--- src/hdl/assert_macros.svh ---
`ifndef ASSERT_MACROS_SVH
`define ASSERT_MACROS_SVH

// property must hold at every clock edge outside reset
`define ASSERT_ALWAYS(label, clk, rst, prop, msg) \
   label: assert property (@(posedge clk) disable iff (rst) (prop)) else $error(msg);

// antecedent at one edge implies consequent at the next edge
`define ASSERT_NEXT(label, clk, rst, ante, cons, msg) \
   label: assert property (@(posedge clk) disable iff (rst) (ante) |=> (cons)) else $error(msg);

`endif

--- src/hdl/rmsw_pkg.sv ---
package rmsw_pkg;

   // defaults for the top-level parameters
   localparam int MAX_SAMPLES_DEF = 4096;
   localparam int SAMPLE_BITS_DEF = 16;

   // fixed field widths of the channel words
   localparam int SAMPLE_W    = 16;
   localparam int RMS_W       = 16;
   localparam int COUNT_OUT_W = 13;

   // sequencer states
   typedef enum logic [1:0] {
      ST_IDLE,
      ST_DIV,
      ST_ROOT,
      ST_DONE
   } state_type;

endpackage

--- src/hdl/rmsw_if.sv ---
// sample channel
interface rmsw_req_if;
   import rmsw_pkg::*;

   logic                       valid;
   logic                       ready;
   logic signed [SAMPLE_W-1:0] sample;
   logic                       last_sample;

   modport source (output valid, sample, last_sample, input ready);
   modport sink   (input valid, sample, last_sample, output ready);
endinterface

// result channel
interface rmsw_rsp_if;
   import rmsw_pkg::*;

   logic                   valid;
   logic                   ready;
   logic [RMS_W-1:0]       rms_value;
   logic [COUNT_OUT_W-1:0] window_count;
   logic                   empty_window;
   logic                   overrun;

   modport source (output valid, rms_value, window_count, empty_window, overrun,
                   input ready);
   modport sink   (input valid, rms_value, window_count, empty_window, overrun,
                   output ready);
endinterface

--- src/hdl/rmsw_csub.sv ---
// Shared compare-and-subtract unit: one step of restoring division or of
// the digit-by-digit square root.
module rmsw_csub #(
   parameter int WIDTH = 18
) (
   input  logic [WIDTH-1:0] minuend,
   input  logic [WIDTH-1:0] subtrahend,
   output logic [WIDTH-1:0] diff,
   output logic             ge
);

   logic borrow;

   // one wide subtract; no borrow means minuend >= subtrahend
   assign {borrow, diff} = {1'b0, minuend} - {1'b0, subtrahend};
   assign ge = ~borrow;

endmodule

--- src/hdl/true_rms_window_top.sv ---
// A sample without the last mark is taken at once and ready stays high.
// A last sample starts 2*SAMPLE_BITS-1+clog2(MAX_SAMPLES+1) division steps and
// SAMPLE_BITS root steps on one shared subtractor, then loads the result once the
// result register is free or being read; ready is low meanwhile, so throughput is one
// word per cycle within a window and none until the result is loaded. Reset (synchronous)
// clears the running sum, count, overrun flag, sequencer and result valid.
`include "assert_macros.svh"

module true_rms_window_top #(
   parameter int MAX_SAMPLES = rmsw_pkg::MAX_SAMPLES_DEF,
   parameter int SAMPLE_BITS = rmsw_pkg::SAMPLE_BITS_DEF
) (
   input  logic        clock,
   input  logic        reset,
   rmsw_req_if.sink    req,
   rmsw_rsp_if.source  rsp
);
   import rmsw_pkg::*;

   localparam int CNT_W  = $clog2(MAX_SAMPLES + 1);
   localparam int SUM_W  = 2 * SAMPLE_BITS - 1 + CNT_W;
   localparam int SQ_W   = 2 * SAMPLE_BITS;
   localparam int ROOT_W = SAMPLE_BITS;
   localparam int SUB_W  = (CNT_W + 1 > ROOT_W + 2) ? CNT_W + 1 : ROOT_W + 2;
   localparam int STEP_W = $clog2(SUM_W + 1);
   localparam int EXT_W  = SAMPLE_BITS + SAMPLE_W;

   // control registers
   state_type          state_ff, state_in;
   logic [SUM_W-1:0]   sum_ff, sum_in;
   logic [CNT_W-1:0]   count_ff, count_in;
   logic               drop_ff, drop_in;
   logic [STEP_W-1:0]  step_ff, step_in;
   logic               rsp_valid_ff, rsp_valid_in;

   // datapath registers
   logic [SUM_W-1:0]   quot_ff, quot_in;
   logic [CNT_W-1:0]   div_ff, div_in;
   logic [SUB_W-1:0]   rem_ff, rem_in;
   logic [SQ_W-1:0]    sq_ff, sq_in;
   logic [ROOT_W-1:0]  root_ff, root_in;
   logic               empty_ff, empty_in;
   logic               ovr_ff, ovr_in;

   // result word registers
   logic [RMS_W-1:0]       rms_ff, rms_in;
   logic [COUNT_OUT_W-1:0] wcount_ff, wcount_in;
   logic                   rsp_empty_ff, rsp_empty_in;
   logic                   rsp_ovr_ff, rsp_ovr_in;

   // sample magnitude and square
   logic [EXT_W-1:0]       sample_ext;
   logic [SAMPLE_BITS-1:0] samp_v;
   logic [SAMPLE_BITS-1:0] mag;
   logic [SQ_W-1:0]        square;
   logic                   room;
   logic [SUM_W-1:0]       sum_acc;
   logic [CNT_W-1:0]       cnt_acc;
   logic                   drop_acc;
   logic                   take;

   // shared unit operands
   logic [CNT_W:0]     div_trial;
   logic [ROOT_W+1:0]  root_trial;
   logic [ROOT_W+1:0]  root_sub;
   logic [SUB_W-1:0]   unit_a, unit_b, unit_diff;
   logic               unit_ge;

   // sequencer outputs
   logic               div_last, root_last, load_rsp, sat;

   assign sample_ext = {{SAMPLE_BITS{1'b0}}, req.sample};
   assign samp_v     = sample_ext[SAMPLE_BITS-1:0];
   assign mag        = samp_v[SAMPLE_BITS-1]
                       ? (~samp_v) + {{(SAMPLE_BITS-1){1'b0}}, 1'b1} : samp_v;
   assign square     = SQ_W'(mag) * SQ_W'(mag);

   // accumulate while the window has room
   assign room     = count_ff < CNT_W'(MAX_SAMPLES);
   assign sum_acc  = room ? sum_ff + SUM_W'(square) : sum_ff;
   assign cnt_acc  = room ? count_ff + {{(CNT_W-1){1'b0}}, 1'b1} : count_ff;
   assign drop_acc = drop_ff | ~room;
   assign take     = req.valid & req.ready;

   // one step operands for division and root
   assign div_trial  = {rem_ff[CNT_W-1:0], quot_ff[SUM_W-1]};
   assign root_trial = {rem_ff[ROOT_W-1:0], sq_ff[SQ_W-1:SQ_W-2]};
   assign root_sub   = {root_ff, 2'b01};

   always_comb begin
      unique case (state_ff)
         ST_DIV: begin
            unit_a = SUB_W'(div_trial);
            unit_b = SUB_W'(div_ff);
         end
         ST_ROOT: begin
            unit_a = SUB_W'(root_trial);
            unit_b = SUB_W'(root_sub);
         end
         default: begin
            unit_a = '0;
            unit_b = '0;
         end
      endcase
   end

   rmsw_csub #(
      .WIDTH (SUB_W)
   ) u_csub (
      .minuend    (unit_a),
      .subtrahend (unit_b),
      .diff       (unit_diff),
      .ge         (unit_ge)
   );

   assign div_last  = step_ff == STEP_W'(SUM_W - 1);
   assign root_last = step_ff == STEP_W'(ROOT_W - 1);

   // next state
   always_comb begin
      state_in = state_ff;
      unique case (state_ff)
         ST_IDLE: begin
            if (take && req.last_sample) begin
               state_in = (cnt_acc == '0) ? ST_DONE : ST_DIV;
            end
         end
         ST_DIV: begin
            if (div_last) state_in = ST_ROOT;
         end
         ST_ROOT: begin
            if (root_last) state_in = ST_DONE;
         end
         ST_DONE: begin
            if (load_rsp) state_in = ST_IDLE;
         end
         default: state_in = ST_IDLE;
      endcase
   end

   // sequencer outputs
   always_comb begin
      req.ready = 1'b0;
      load_rsp  = 1'b0;
      unique case (state_ff)
         ST_IDLE: req.ready = 1'b1;
         ST_DONE: load_rsp  = ~rsp_valid_ff | rsp.ready;
         default: begin
            req.ready = 1'b0;
            load_rsp  = 1'b0;
         end
      endcase
   end

   // window accumulators and step datapath
   always_comb begin
      sum_in   = sum_ff;
      count_in = count_ff;
      drop_in  = drop_ff;
      step_in  = step_ff;
      quot_in  = quot_ff;
      div_in   = div_ff;
      rem_in   = rem_ff;
      sq_in    = sq_ff;
      root_in  = root_ff;
      empty_in = empty_ff;
      ovr_in   = ovr_ff;

      if (take) begin
         if (req.last_sample) begin
            sum_in   = '0;
            count_in = '0;
            drop_in  = 1'b0;
            quot_in  = sum_acc;
            div_in   = cnt_acc;
            empty_in = cnt_acc == '0;
            ovr_in   = drop_acc;
            rem_in   = '0;
            root_in  = '0;
            step_in  = '0;
         end else begin
            sum_in   = sum_acc;
            count_in = cnt_acc;
            drop_in  = drop_acc;
         end
      end

      // restoring division, one quotient bit per cycle
      if (state_ff == ST_DIV) begin
         rem_in  = unit_ge ? unit_diff : SUB_W'(div_trial);
         quot_in = {quot_ff[SUM_W-2:0], unit_ge};
         step_in = step_ff + {{(STEP_W-1){1'b0}}, 1'b1};
         if (div_last) begin
            sq_in   = SQ_W'({quot_ff[SUM_W-2:0], unit_ge});
            rem_in  = '0;
            root_in = '0;
            step_in = '0;
         end
      end

      // digit-by-digit root, one root bit per cycle
      if (state_ff == ST_ROOT) begin
         rem_in  = unit_ge ? unit_diff : SUB_W'(root_trial);
         root_in = {root_ff[ROOT_W-2:0], unit_ge};
         sq_in   = {sq_ff[SQ_W-3:0], 2'b00};
         step_in = step_ff + {{(STEP_W-1){1'b0}}, 1'b1};
      end
   end

   // result word
   assign sat          = |(root_ff >> RMS_W);
   assign rms_in       = (empty_ff || load_rsp == 1'b0) ? ((empty_ff) ? '0 : rms_ff)
                         : (sat ? '1 : RMS_W'(root_ff));
   assign wcount_in    = load_rsp ? COUNT_OUT_W'(div_ff) : wcount_ff;
   assign rsp_empty_in = load_rsp ? empty_ff : rsp_empty_ff;
   assign rsp_ovr_in   = load_rsp ? ovr_ff : rsp_ovr_ff;
   assign rsp_valid_in = load_rsp | (rsp_valid_ff & ~rsp.ready);

   always_ff @(posedge clock) begin
      if (reset) begin
         state_ff     <= ST_IDLE;
         sum_ff       <= '0;
         count_ff     <= '0;
         drop_ff      <= 1'b0;
         step_ff      <= '0;
         rsp_valid_ff <= 1'b0;
      end else begin
         state_ff     <= state_in;
         sum_ff       <= sum_in;
         count_ff     <= count_in;
         drop_ff      <= drop_in;
         step_ff      <= step_in;
         rsp_valid_ff <= rsp_valid_in;
      end
   end

   always_ff @(posedge clock) begin
      quot_ff  <= quot_in;
      div_ff   <= div_in;
      rem_ff   <= rem_in;
      sq_ff    <= sq_in;
      root_ff  <= root_in;
      empty_ff <= empty_in;
      ovr_ff   <= ovr_in;
      if (load_rsp) begin
         rms_ff <= rms_in;
      end
      wcount_ff    <= wcount_in;
      rsp_empty_ff <= rsp_empty_in;
      rsp_ovr_ff   <= rsp_ovr_in;
   end

   assign rsp.valid        = rsp_valid_ff;
   assign rsp.rms_value    = rms_ff;
   assign rsp.window_count = wcount_ff;
   assign rsp.empty_window = rsp_empty_ff;
   assign rsp.overrun      = rsp_ovr_ff;

   // checks
   `ASSERT_NEXT(a_busy_after_last, clock, reset, take && req.last_sample, !req.ready, "ready high after last word")
   `ASSERT_ALWAYS(a_count_bound, clock, reset, count_ff <= CNT_W'(MAX_SAMPLES), "window count above maximum")
   `ASSERT_ALWAYS(a_empty_zero, clock, reset, !(rsp.valid && rsp.empty_window) || rsp.rms_value == '0, "empty window with nonzero rms")

endmodule

--- src/flat_wrapper.sv ---
// flat-port wrapper written by rule: the top's interface ports become plain ports
module true_rms_window_top_flat import rmsw_pkg::*;
#(
   parameter int MAX_SAMPLES = rmsw_pkg::MAX_SAMPLES_DEF,
   parameter int SAMPLE_BITS = rmsw_pkg::SAMPLE_BITS_DEF
)
  (clock, reset, req_valid, req_sample, req_last_sample, req_ready, rsp_valid, rsp_rms_value, rsp_window_count, rsp_empty_window, rsp_overrun, rsp_ready);
  rmsw_req_if req_i ();
  rmsw_rsp_if rsp_i ();
  input  logic clock;
  input  logic reset;
  input wire logic [$bits(req_i.valid)-1:0] req_valid;
  input wire logic [$bits(req_i.sample)-1:0] req_sample;
  input wire logic [$bits(req_i.last_sample)-1:0] req_last_sample;
  output wire logic [$bits(req_i.ready)-1:0] req_ready;
  output wire logic [$bits(rsp_i.valid)-1:0] rsp_valid;
  output wire logic [$bits(rsp_i.rms_value)-1:0] rsp_rms_value;
  output wire logic [$bits(rsp_i.window_count)-1:0] rsp_window_count;
  output wire logic [$bits(rsp_i.empty_window)-1:0] rsp_empty_window;
  output wire logic [$bits(rsp_i.overrun)-1:0] rsp_overrun;
  input wire logic [$bits(rsp_i.ready)-1:0] rsp_ready;
  assign req_i.valid = req_valid;
  assign req_i.sample = req_sample;
  assign req_i.last_sample = req_last_sample;
  assign req_ready = req_i.ready;
  assign rsp_valid = rsp_i.valid;
  assign rsp_rms_value = rsp_i.rms_value;
  assign rsp_window_count = rsp_i.window_count;
  assign rsp_empty_window = rsp_i.empty_window;
  assign rsp_overrun = rsp_i.overrun;
  assign rsp_i.ready = rsp_ready;
  true_rms_window_top #(.MAX_SAMPLES(MAX_SAMPLES), .SAMPLE_BITS(SAMPLE_BITS)) u_core (.clock(clock), .reset(reset), .req(req_i), .rsp(rsp_i));
endmodule
--- config.mk ---
export PLATFORM = sky130hd
export DESIGN_NAME = true_rms_window_top_flat
export DESIGN_NICKNAME = d
export VERILOG_FILES = /design/src/hdl/rmsw_pkg.sv /design/src/hdl/rmsw_if.sv /design/src/hdl/rmsw_csub.sv /design/src/hdl/true_rms_window_top.sv /design/src/flat_wrapper.sv
export VERILOG_INCLUDE_DIRS = /design/src /design/src/hdl
export SDC_FILE = /design/constraint.sdc
export NUM_CORES = 1
export LEC_CHECK = 0
export ABC_AREA = 1
export ABC_CLOCK_PERIOD_IN_PS = 18400
export BUFFER_PORTS_ARGS = -buffer_cell sky130_fd_sc_hd__buf_2
export CORE_MARGIN = 5
export CORE_UTILIZATION = 41
export CTS_CLUSTER_SIZE = 10
export DETAILED_ROUTE_END_ITERATION = 10
export SLEW_MARGIN = 20
export SYNTH_ARGS = -nofsm -noshare
export SYNTH_HDL_FRONTEND = slang
export SYNTH_SLANG_ARGS = --single-unit
--- constraint.sdc ---
create_clock -name clock -period 18.4 [get_ports clock]
set_clock_uncertainty 0.1 [all_clocks]
set_input_delay 1.84 -clock clock [delete_from_list [all_inputs] [get_ports clock]]
set_output_delay 1.84 -clock clock [all_outputs]
set_load 0.005 [all_outputs]
==> impl_metrics.yaml, run 1 <==
cells_and_area:
  drive_gt1_frac: 0.06083
  num_antenna_cells: 0
  area_growth_pct: 8.402
  seq_area_um2: 5786
  nFillCells: 5103
  nets: 3023
  multiInputGateArea_um2: 12150
critical_path:
  crit_top_cell: "fa_1"
  reg2reg_depth: 19
  crit_slowest_cell: "xor2_1"
  crit_fanout: 15
  slowest_delay_ps: 810
  crit_type: "in2reg"
  start_kind: "input pin"
  worstPathRequired_ps: 18570
  arrival_ps: 9210
  cp-end-kind: "flip-flop"
timing:
  rsz0062_at_grt: "no"
  max_slew_margin: 0.2778
  setup_ws_ps: 9361
  fin_crit_sh: 0.4912
  max_freq_ghz: 0.1106
  final_max_slew_viol_count: 0
  tightest_slew_ps: 1083
  finalHoldViolations: 0
  setup_viol: 0
  layout_min_cycle_time_ps: 9039
  tns_ps: 0
die:
  placementRows: 82
  io_pins: 54
  die_y_um: 233.8
  initial_core_util: 0.4118
  core_area_um2: 49860
  die_w_um: 233.8
  die-area_um2: 54660
routing:
  wl_per_cell_um: 16.32
  drt_pass1_iterations: 6
  routed_wl_um: 54970
  drtIter0Drc: 1252
  via_per_inst: 5.037
  drc: 0
  ant_nets: 0
  vias: 16963
global_routing:
  grt_pass1_vias: 17063
  track_usage: 0.2044
  grt_pass1_wl_um: 89700
  grt_max_degree: 103
  overflow: 0
  antenna_found_initial: 0
place:
  hpwl_um: 42800
  dpl_worst_slack_ps: 8783
  io_buffers: 53
  gp_congestion: 0.9349
synthesis:
  async_flop_share: 0
  synth_top_area_frac: 0.1989
  synth_commonest_cells: "672 x nand2_1, 601 x inv_1, 194 x fa_1"
  yosys_warnings: 0
  avgSynthCellArea_um2: 7.737
  synth.ff_latch_count: 221
  ys_types: 58
  netlist_area_um2: 20530
  synthCells: 2654
  synth_most_common_cell: "nand2_1"
  yosysTopAreaCell: "edfxtp_1"
  ys.flop_type: "edfxtp_1"
  synth_edf_count: 136
  ys_seq_area_frac: 0.2817
  synth_area_leaders: "edfxtp_1 20%, fa_1 19%, nand2_1 12%"
clock_tree:
  hold_buffers: 0
  clock-sinks: 221
  post_cts_buffers: 0
  clockRootBuffer: "clkbuf_16"
  clk_latency_ps: 560
  cts.path.max_buffers: 3
  cts_resized: 0
  cts_buffers: 27
  cts.clk_slew.worst_paths_ps: 60
  cts_tree: "yes"
  htreeDepth: 1
job:
  cap_violations: 0
worst_hold_path:
  hold_path_class: "reg2reg"
  holdPathStages: 0
outcome:
  status: "finished clean"
==> placed cells by master (no fill, tap or decap), types with 5 or more instances in the layout <==
| cell type | count |
|---|---|
| o21ai_0 | 87 |
| inv_2 | 8 |
| conb_1 | 10 |
| buf_4 | 15 |
| a21oi_1 | 133 |
| nor2_2 | 6 |
| xor2_1 | 21 |
| nor2_1 | 179 |
| inv_1 | 599 |
| fa_1 | 194 |
| nand2_1 | 670 |
| a32oi_1 | 12 |
| xnor2_1 | 11 |
| buf_2 | 53 |
| nor4_1 | 5 |
| ha_1 | 130 |
| o41ai_1 | 10 |
| or2_2 | 19 |
| o31ai_1 | 20 |
| nor3_1 | 11 |
| o21bai_1 | 7 |
| o22ai_1 | 26 |
| edfxtp_1 | 136 |
| nand3_1 | 119 |
| a31oi_1 | 16 |
| nand4_1 | 9 |
| dfxtp_1 | 85 |
| nand2_2 | 9 |
| clkbuf_16 | 27 |
| clkbuf_1 | 14 |
==> cell families (layout without fill, tap and decap cells) <==
group / Yosys count / count (layout) / synth area share
AO/OA/AOI/OAI: 333 / 333 / 0.09347
flip-flops: 221 / 221 / 0.2817
AND/OR/NAND/NOR: 1047 / 1047 / 0.2106
XOR/XNOR: 34 / 34 / 0.01523
buffers and inverters: 692 / 726 / 0.1297
adder cells (fa/ha/maj): 325 / 325 / 0.2689
other: 2 / 10 / 0.0003657
==> final cells by class <==
cell class	count	area share
Clock buffer	45	0.03519
Clock inverter	3	0.001461
Inverter	610	0.1031
Multi-Input combinational cell	1749	0.5456
Sequential cell	221	0.2599
Tap cell	672	0.03777
Timing Repair Buffer	68	0.01697
==> stage by stage <==
step | utilization | std cells | cell area, um2 | hold slack, ps
finish | 0.4464 | 3368 | 22260 | 324.6
global route | 0.4464 | 3368 | 22260 | 335.3
CTS | 0.4464 | 3368 | 22260 | 319.8
detailed placement | 0.4301 | 3320 | 21440 | 316.1
global placement | 0.4301 | 3320 | 21440 | 307.1
floorplan | - | 2662 | 20560 | 300.3
==> worst paths after layout <==
check / start / to / slack (ps)
hold / removal: u_core.ovr_ff / u_core.rsp.overrun / 320
hold reg to reg: u_core.ovr_ff / u_core.rsp.overrun / 320
setup / recovery: req_sample[0] / u_core.quot_ff[30] / 9360
setup reg to reg: u_core.sum_ff[13] / u_core.quot_ff[30] / 13470
==> per-layer routing <==
| layer | up-vias | track usage | part of all wire |
|---|---|---|---|
| met2 | 425 | 0.3430 | 0.47 |
| met3 | 95 | 0.03269 | 0.060 |
| met4 | 0 | 0.05230 | 0.030 |
| li1 | 8293 | - | - |
| met5 | - | 0 | 0 |
| met1 | 8150 | 0.2781 | 0.44 |
==> sequential cells by signal, summed over array words and instances, names as in the netlist, 2 cells and up <==
register,flops
u_core.count_ff,13
u_core.rsp.rms_value,16
u_core.rsp.window_count,13
u_core.state_ff,2
u_core.sq_ff,32
u_core.rem_ff,16
u_core.step_ff,6
u_core.root_ff,16
u_core.div_ff,13
u_core.quot_ff,44
u_core.sum_ff,44
==> worst max-delay path, delay by kind of cell <==
family	cells	cell delay, ps
AOI/OAI and AO/OA	4	950
and+or+nand+nor	10	1160
adders and majority gates	8	3600
xor gates and xnor gates	1	810
buffers and inverters	7	810
Power of run 1 is not shown: default switching activity piles up to over one toggle a cycle in this logic, so the estimate is an artifact.
==> run 2: changes to the inputs <==
Settings changed: ABC_AREA 1 to 0, ABC_CLOCK_PERIOD_IN_PS 18400 to 7400.
Clock period 18.4 ns to 7.4 ns, I/O delays scaled along.
==> impl_metrics.yaml, run 2 <==
synthesis:
  synth_most_common_cell: "inv_1"
  synth_area_leaders: "edfxtp_1 21%, fa_1 20%, dfxtp_1 8.9%"
  ys_types: 69
  synth.ff_latch_count: 221
  ys_seq_area_frac: 0.3037
  synth_commonest_cells: "356 x inv_1, 241 x nand2_1, 194 x fa_1"
  yosys_warnings: 0
  ys.flop_type: "edfxtp_1"
  synth_edf_count: 136
  netlist_area_um2: 19050
  synth_top_area_frac: 0.2143
  yosysTopAreaCell: "edfxtp_1"
  synthCells: 2058
  avgSynthCellArea_um2: 9.258
  async_flop_share: 0
cells_and_area:
  top_regs: "u_core.quot_ff (44), u_core.sum_ff (44), u_core.sq_ff (32)"
  area_growth_pct: 25.38
  fin_cells: 2962
  nets: 2681
  post-route-util: 0.5164
  num_antenna_cells: 0
  drive_gt1_frac: 0.2382
  final_common_cell: "inv_1"
  layout_common_cells: "340 x inv_1, 259 x buf_4, 230 x nand2_1"
  nFillCells: 4219
die:
  placementRows: 79
  die_w_um: 225.6
  die-area_um2: 50880
  io_pins: 54
  core_area_um2: 46260
  initial_core_util: 0.4119
  die_y_um: 225.6
timing:
  finalHoldViolations: 0
  setup_ws_ps: -477.8
  tns_ps: -12090
  max_slew_margin: 0.3073
  max_freq_ghz: 0.1269
  setup_viol: 46
  tightest_slew_ps: 1038
  hold_slack_ps: 331.5
  layout_min_cycle_time_ps: 7878
  final_max_slew_viol_count: 0
  rsz0062_at_grt: "yes"
  fin_crit_sh: 1.065
clock_tree:
  cts_tree: "yes"
  htreeDepth: 1
  hold_buffers: 0
  clk_latency_ps: 530
  cts.path.max_buffers: 3
  clock-sinks: 221
  clockRootBuffer: "clkbuf_16"
  cts_buffers: 26
  cts.clk_slew.worst_paths_ps: 60
critical_path:
  start_kind: "input pin"
  crit_slowest_cell: "fa_2"
  crit_fanout: 5
  cp-end-kind: "flip-flop"
  r2r_end: "u_core.rem_ff[5]"
  reg2reg_depth: 14
  crit_start: "req_sample[3]"
  rr_startpoint: "u_core.state_ff[0]"
  worstPathRequired_ps: 7540
  timing.critical_path.buf_inv: 10
  slowest_delay_ps: 560
  arrival_ps: 8020
  r2r_slack_ps: 1920
  path_depth: 32
  crit_family: "adder cells"
  crit_type: "in2reg"
place:
  io_buffers: 53
  gp_congestion: 0.8842
  dp.cells: 2875
  hpwl_um: 35920
worst_hold_path:
  hold_path_class: "reg2reg"
  min_from: "u_core.ovr_ff"
  hold_path_end: "u_core.rsp.overrun"
  holdPathStages: 0
routing:
  ant_nets: 0
  drc: 0
  drt_pass1_iterations: 5
  wl_per_cell_um: 15.74
  vias: 14955
  drtIter0Drc: 697
  routed_wl_um: 46610
  via_per_inst: 5.049
global_routing:
  grt_pass1_vias: 15627
  antenna_found_initial: 0
  grt_max_degree: 94
  overflow: 0
  track_usage: 0.1811
  grt_pass1_wl_um: 77020
outcome:
  violations: "setup timing"
  status: "complete, but fails checks"
job:
  cap_violations: 0
-- run 2: cell types whose count changed in the layout (fill, tap and decap cells not counted), sizes merged, moves of 38 or more --
cell   delta
nand3    -95
a21oi    -60
o21ai    +39
nand2   -438
nor2     -38
a22oi    +40
xnor2    +39
inv     -250
buf     +269
-- run 2: kinds of logic (layout without fill, tap and decap cells) --
logic type,count (synthesis),in the layout,share of synthesized area
simple gates,539,539,0.1261
xor+xnor,87,87,0.04098
compound gates,395,395,0.1318
other cells,2,10,0.0003942
flops,221,221,0.3037
mux,28,28,0.01504
fa+ha+maj,325,325,0.2899
buf+inv,461,750,0.09220
-- run 2: layout make-up --
| type | count | area, um2 | share of cell area |
|---|---|---|---|
| Multi-Input combinational cell | 1384 | 12610 | 0.5279 |
| Sequential cell | 221 | 5786 | 0.2422 |
| Timing Repair Buffer | 337 | 2549 | 0.1067 |
| Inverter | 365 | 1403 | 0.05871 |
| Tap cell | 607 | 759.5 | 0.03179 |
| Clock buffer | 46 | 745.7 | 0.03122 |
| Clock inverter | 2 | 35.03 | 0.001467 |
-- run 2: worst max path at each step --
stage / endpoint / slack, ps
after floorplan: u_core.quot_ff[31] / -900
after global placement: u_core.quot_ff[34] / -1300
after detailed placement: u_core.quot_ff[34] / -1340
after CTS: u_core.quot_ff[34] / -420
after global routing: u_core.quot_ff[31] / -680
final: u_core.quot_ff[35] / -480
-- run 2: metrics by stage --
stage               area, um2  setup slack (ps)
floorplan               19270            -898.9
global route            23890            -678.6
detailed placement      21740             -1339
global placement        21740             -1297
finish                  23890            -477.8
CTS                     23070            -423.9
-- run 2: repair_timing --
item,in CTS,in global routing
gates cloned,1,0
pin swaps,66,67
setup buffers,19,26
resized for setup,99,128
endpoints found under the setup margin,54,60
-- run 2: worst register-to-register path: cells and delay by family, from the launching register on --
family          cells  cell delay [ps]
compound gates      8             2450
fa+ha+maj           2              770
buf+inv             1               80
flops               1              390
simple gates        3             1420
-- run 2: routing by layer --
metal	GRT usage	wire [um]
met2	0.3171	22790
met1	0.2450	20820
met4	0.03983	1010
met5	0	0
met3	0.01833	1985
Power of run 2 is left out for the same reason.
